[src/rtl/trgr_pkg.sv]
// Package for the thin row gap repair core: result type, queue sizing and
// the per-column repair function. No dependencies.
`default_nettype none

package trgr_pkg;

  localparam int unsigned PixW = 8;
  localparam int unsigned QueueDepth = 3;
  localparam int unsigned CountW = $clog2(QueueDepth + 1);

  typedef logic [PixW-1:0] pix_t;

  typedef struct packed {
    pix_t pixel;
    logic done;
  } result_t;

  function automatic pix_t pmin(input pix_t a, input pix_t b);
    pmin = (a < b) ? a : b;
  endfunction

  function automatic pix_t pmax(input pix_t a, input pix_t b);
    pmax = (a > b) ? a : b;
  endfunction

  // Max of the center and the three bridging terms (left, right, straight).
  function automatic pix_t repair(input pix_t ul, input pix_t uc, input pix_t ur,
                                  input pix_t dl, input pix_t dc, input pix_t dr,
                                  input pix_t c);
    pix_t v;
    v = c;
    v = pmax(v, pmin(ul, pmax(dc, dr)));
    v = pmax(v, pmin(ur, pmax(dc, dl)));
    v = pmax(v, pmin(uc, pmax(pmax(dl, dc), dr)));
    repair = v;
  endfunction

endpackage

`default_nettype wire

[src/rtl/trgr_result_queue.sv]
// Small result queue: takes up to two results a cycle, hands out one.
// Depends on trgr_pkg.
`default_nettype none

module trgr_result_queue (
  input  wire logic                           clk_i,
  input  wire logic                           rst_ni,
  input  wire logic [1:0]                     push_cnt_i,
  input  wire trgr_pkg::result_t              wdata0_i,
  input  wire trgr_pkg::result_t              wdata1_i,
  input  wire logic                           pop_i,
  output trgr_pkg::result_t                   head_o,
  output logic [trgr_pkg::CountW-1:0]         count_o
);

  localparam int unsigned Depth = trgr_pkg::QueueDepth;
  localparam int unsigned CntW  = trgr_pkg::CountW;

  trgr_pkg::result_t ent_q [Depth];
  trgr_pkg::result_t ent_d [Depth];
  logic [CntW-1:0]   count_q, count_d, base;

  always_comb begin
    base = count_q - CntW'(pop_i);
    for (int i = 0; i < Depth; i++) begin
      // shift down on pop
      if (pop_i && (i + 1 < Depth)) begin
        ent_d[i] = ent_q[(i + 1) % Depth];
      end else begin
        ent_d[i] = ent_q[i];
      end
      if (push_cnt_i != 2'd0 && base == CntW'(i)) begin
        ent_d[i] = wdata0_i;
      end
      if (push_cnt_i == 2'd2 && base + CntW'(1) == CntW'(i)) begin
        ent_d[i] = wdata1_i;
      end
    end
    count_d = base + CntW'(push_cnt_i);
  end

  always_ff @(posedge clk_i or negedge rst_ni) begin
    if (!rst_ni) begin
      count_q <= '0;
    end else begin
      count_q <= count_d;
    end
  end

  always_ff @(posedge clk_i) begin
    for (int i = 0; i < Depth; i++) begin
      ent_q[i] <= ent_d[i];
    end
  end

  assign head_o  = ent_q[0];
  assign count_o = count_q;

endmodule

`default_nettype wire

[src/rtl/thin_row_gap_repair_core.sv]
// Thin row gap repair core: top level. Streams pixel columns in, repaired
// pixels out. Depends on trgr_pkg and trgr_result_queue.
`default_nettype none

// Takes one column per cycle (above, center, below pixel and a row-end mark)
// and returns one repaired pixel per column, in column order. Each result is
// the max of the center pixel and three min/max bridging terms over the
// 3x3 neighborhood; pixels outside the row read as 0. A column's result
// needs its right neighbor, so output lags one column; in a row of two or
// more columns the row-end column releases two results (the held column and
// itself, the latter flagged with row_done). A request is taken whenever the
// result queue holds at most one result, so the core sustains one column per
// cycle; it stalls after the end of a row of two or more columns, while the
// extra result drains, and whenever the downstream side holds back. The
// results a request releases can be taken in the cycle after that request.
module thin_row_gap_repair_core (
  input  wire logic       clk_i,
  input  wire logic       rst_ni,
  input  wire logic       in_valid_i,
  output logic            in_ready_o,
  input  wire logic [7:0] above_pixel_i,
  input  wire logic [7:0] center_pixel_i,
  input  wire logic [7:0] below_pixel_i,
  input  wire logic       row_end_i,
  output logic            out_valid_o,
  input  wire logic       out_ready_i,
  output logic [7:0]      repaired_pixel_o,
  output logic            row_done_o
);

  // Column window state.
  trgr_pkg::pix_t prev_above_q, prev_above_d;
  trgr_pkg::pix_t prev_below_q, prev_below_d;
  trgr_pkg::pix_t held_above_q, held_above_d;
  trgr_pkg::pix_t held_center_q, held_center_d;
  trgr_pkg::pix_t held_below_q, held_below_d;
  logic           column_held_q, column_held_d;

  logic                          accept, pop;
  logic [1:0]                    push_cnt;
  trgr_pkg::result_t             res_held, res_last, wdata0, wdata1, head;
  trgr_pkg::pix_t                left_above, left_below;
  logic [trgr_pkg::CountW-1:0]   q_count;

  // Room for two results after this cycle's worst case.
  assign in_ready_o = (q_count <= trgr_pkg::CountW'(1));
  assign accept     = in_valid_i & in_ready_o;
  assign pop        = out_valid_o & out_ready_i;

  always_comb begin
    // Held column, its right neighbor is the incoming column.
    res_held.pixel = trgr_pkg::repair(prev_above_q, held_above_q, above_pixel_i,
                                      prev_below_q, held_below_q, below_pixel_i,
                                      held_center_q);
    res_held.done  = 1'b0;

    // Incoming column as the row's last: right neighbor is outside the row.
    left_above = column_held_q ? held_above_q : '0;
    left_below = column_held_q ? held_below_q : '0;
    res_last.pixel = trgr_pkg::repair(left_above, above_pixel_i, '0,
                                      left_below, below_pixel_i, '0,
                                      center_pixel_i);
    res_last.done  = 1'b1;

    push_cnt = 2'd0;
    wdata0   = res_held;
    wdata1   = res_last;
    if (accept) begin
      if (column_held_q) begin
        push_cnt = row_end_i ? 2'd2 : 2'd1;
      end else begin
        wdata0   = res_last;
        push_cnt = row_end_i ? 2'd1 : 2'd0;
      end
    end

    // Advance the window; drop it all at the row end.
    prev_above_d  = prev_above_q;
    prev_below_d  = prev_below_q;
    held_above_d  = held_above_q;
    held_center_d = held_center_q;
    held_below_d  = held_below_q;
    column_held_d = column_held_q;
    if (accept) begin
      if (row_end_i) begin
        prev_above_d  = '0;
        prev_below_d  = '0;
        held_above_d  = '0;
        held_center_d = '0;
        held_below_d  = '0;
        column_held_d = 1'b0;
      end else begin
        prev_above_d  = left_above;
        prev_below_d  = left_below;
        held_above_d  = above_pixel_i;
        held_center_d = center_pixel_i;
        held_below_d  = below_pixel_i;
        column_held_d = 1'b1;
      end
    end
  end

  always_ff @(posedge clk_i or negedge rst_ni) begin
    if (!rst_ni) begin
      prev_above_q  <= '0;
      prev_below_q  <= '0;
      held_above_q  <= '0;
      held_center_q <= '0;
      held_below_q  <= '0;
      column_held_q <= 1'b0;
    end else begin
      prev_above_q  <= prev_above_d;
      prev_below_q  <= prev_below_d;
      held_above_q  <= held_above_d;
      held_center_q <= held_center_d;
      held_below_q  <= held_below_d;
      column_held_q <= column_held_d;
    end
  end

  trgr_result_queue u_queue (
    .clk_i      (clk_i),
    .rst_ni     (rst_ni),
    .push_cnt_i (push_cnt),
    .wdata0_i   (wdata0),
    .wdata1_i   (wdata1),
    .pop_i      (pop),
    .head_o     (head),
    .count_o    (q_count)
  );

  assign out_valid_o      = (q_count != '0);
  assign repaired_pixel_o = head.pixel;
  assign row_done_o       = head.done;

endmodule

`default_nettype wire
[config.mk]
export PLATFORM = sky130hd
export DESIGN_NAME = thin_row_gap_repair_core
export DESIGN_NICKNAME = d
export VERILOG_FILES = /design/src/rtl/trgr_pkg.sv /design/src/rtl/trgr_result_queue.sv /design/src/rtl/thin_row_gap_repair_core.sv
export SDC_FILE = /design/constraint.sdc
export NUM_CORES = 1
export LEC_CHECK = 0
export CORE_MARGIN = 1
export CORE_UTILIZATION = 27
export DETAILED_ROUTE_END_ITERATION = 8
export DONT_BUFFER_PORTS = 1
export PLACE_DENSITY = 0.51
export REMOVE_ABC_BUFFERS = 1
export SYNTH_ARGS = -nofsm -noshare
export SYNTH_HDL_FRONTEND = slang
export SYNTH_SLANG_ARGS = --single-unit
[constraint.sdc]
create_clock -name clk_i -period 10.5 [get_ports clk_i]
set_input_delay 2.1 -clock clk_i [delete_from_list [all_inputs] [get_ports clk_i]]
set_output_delay 2.1 -clock clk_i [all_outputs]
set_load 0.03 [all_outputs]
==> metrics <==
status complete, no violations; I/O pin count 40; fillers 2964; final setup fails 0; DRT iter0 DRCs 446; Root Buffer clkbuf_16; Mapped Cells 941; Slew Limit Fails 0; CP max stage cell a311o_1; Cell Count Post-Placement 1360; gp weighted congestion 0.848; Worst Reg-to-Reg Cells 48; chip height 170 um; post-synth top area share 18.8%; hold wc startpoint u_queue.ent_q[0][18]; Vias 7095; Arr. time, crit path 10.27 ns; Tmin final 10.11 ns; WL final 26.3 mm; Crit. End Element flop; Seq/Total Area, Yosys 24.3%; reg2reg start held_below_q[0]; GRT overflow 0; hold depth 2; antenna fix cells 0; Area growth syn-to-layout 17.3%; Crit. Startpoint below_pixel_i[1]; first-pass iteration count of the detailed router 7; PortBufs 0; skew final 0.00970 ns; Post-synth EDFFs 24; post-route ant nets 0; Critical Path Max Stage Delay 0.36 ns; max-cap violation count 0; async set-or-reset flop fraction in the synthesized netlist 61.4%; first-pass GRT wire length 40.2 mm; DRC Markers 0; largest net degree at the start of global routing 75; Worst Setup Start Kind input pin; post-synthesis register bit count 70; DP HPWL 20.7 mm; cts hold-fix bufs 0; largest cells by area after synthesis ha_1 19%, dfrtp_1 14%, edfxtp_1 9.4%; synth cell count leaders 115 x ha_1, 110 x nand2_1, 93 x inv_1; Worst-Margin Slew 0.936 ns; share of cells above drive strength 1 16.0%; Worst path depth 48; post-layout net count 1139; ys flop type dfrtp_1; Die Footprint 28900 um2; CP top delay family compound AO/OA/AOI/OAI gates; CTS buffer count 9; Placeable Area 27800 um2; Synth cell types 62; CTS tree yes; vias in the first global route 6890; clk buf depth 2; Buf/Inv on CP 9; drt via density 5.15; Layout Cells excl Fill 1378; Mapped Area 7630 um2; total track usage 18.6%; WL met2 12.1 mm; area leader, netlist ha_1; # rows 61; HP Class reg2reg; syn_area_per_cell 8.11 um2; Critical Path Fanout Max 13; Slew HR 37.6%; most used cell, CP buf_4; RSZ-0062 raised after global routing true; # clock sinks 70; DIE WIDTH 170 um; top sig layer met4; antenna violations before repair 0; final hold vios 0; Clock Latency Late Sink 0.36 ns; Met1 Routed Length 11.9 mm; Starting Density 27.5%; Worst-path clk slew 0.07 ns; FMAX 0.0990 GHz; met3 wire length 1.39 mm; wire per inst 19.1 um; most instantiated library cell after synthesis ha_1; Critical Setup Path Class in2reg; CP Data Required Time 10.66 ns; r2r setup slk 1.66 ns; H-tree level count 3; synth warn 0; final period utilization 96.2%
[sequential cells by signal, summed over array words and instances, names as in the netlist]
register and cells:
prev_below_q 8, held_center_q 8, prev_above_q 8, u_queue.count_o 2, held_below_q 8, u_queue.ent_q 27, column_held_q 1, held_above_q 8
[tightest hold or removal path, cell delays in order, from the launching register on]
cell	delay, ns
dfxtp_1	0.32
nand2_1	0.05
nand2_1	0.04
[kinds of logic (layout without fill, tap and decap cells)]
kind of cell	count (synthesis)	count (layout)	synth area share (%)
AO/OA/AOI/OAI	265	265	23.2
XOR/XNOR	4	4	0.459
adder cells (fa/ha/maj)	116	116	19.0
buffers and inverters	135	188	7.16
flip-flops	70	70	24.3
multiplexers	62	62	8.65
other	2	8	0.0984
AND/OR/NAND/NOR	287	287	17.1
[through the flow]
step	worst slack, ns	hold WS (ns)	utilization (%)	cell area (um2)	setup TNS, ns
floorplan	-1.37	0.423	-	7460	-22.61
global placement	-0.272	0.440	30.7	8520	-3.49
detailed placement	-0.356	0.440	30.7	8520	-4.62
CTS	0.0201	0.448	31.8	8820	0
global route	-0.0642	0.462	32.2	8960	-0.410
finish	0.395	0.451	32.2	8960	0
[per-layer routing]
| metal | global-route usage [%] | vias up |
|---|---|---|
| met5 | 0 | - |
| met4 | 7.83 | 0 |
| met3 | 3.12 | 52 |
| met2 | 29.9 | 208 |
| met1 | 24.5 | 3330 |
| li1 | - | 3505 |
[worst paths after layout]
path / endpoint
min in group asynchronous: prev_below_q[2]
worst min-delay path: u_queue.ent_q[0][18]
worst max-delay path: u_queue.ent_q[0][13]
worst max register to register: u_queue.ent_q[0][13]
worst min register to register: u_queue.ent_q[0][18]
max in group asynchronous: held_center_q[2]
[placed cells by master, fill, tap and decap left out, types with 24 or more instances in the layout]
cell / Yosys / routed
inv_1: 93 / 92
nand2_1: 110 / 108
nor2_1: 75 / 71
a21o_1: 24 / 24
ha_1: 115 / 114
mux2i_1: 33 / 31
dfrtp_1: 43 / 43
o21ai_0: 44 / 41
buf_4: 8 / 76
mux2_2: 28 / 28
a21oi_1: 57 / 49
edfxtp_1: 24 / 24
o31ai_1: 28 / 28
[final cells by class]
| cell class | instances | area, um2 | area share [%] |
|---|---|---|---|
| inverters | 93 | 349 | 3.90 |
| flip-flops and latches | 70 | 1860 | 20.7 |
| well taps | 378 | 473 | 5.28 |
| clock inverters | 7 | 81.3 | 0.908 |
| clock buffers | 9 | 225 | 2.51 |
| repair buffers | 79 | 604 | 6.75 |
| multi-input cells | 742 | 5370 | 59.9 |
[repair_timing]
action                                 in CTS  in global routing
pin swaps                                   0                 16
buffers inserted                            0                  2
setup endpoints to repair                   2                 24
endpoints found under the hold margin       0                  0
resized for setup                           1                 34
Power is left out: the tool's default activity adds up to more than one toggle a clock period on the data nets, which glitch-free logic cannot reach.
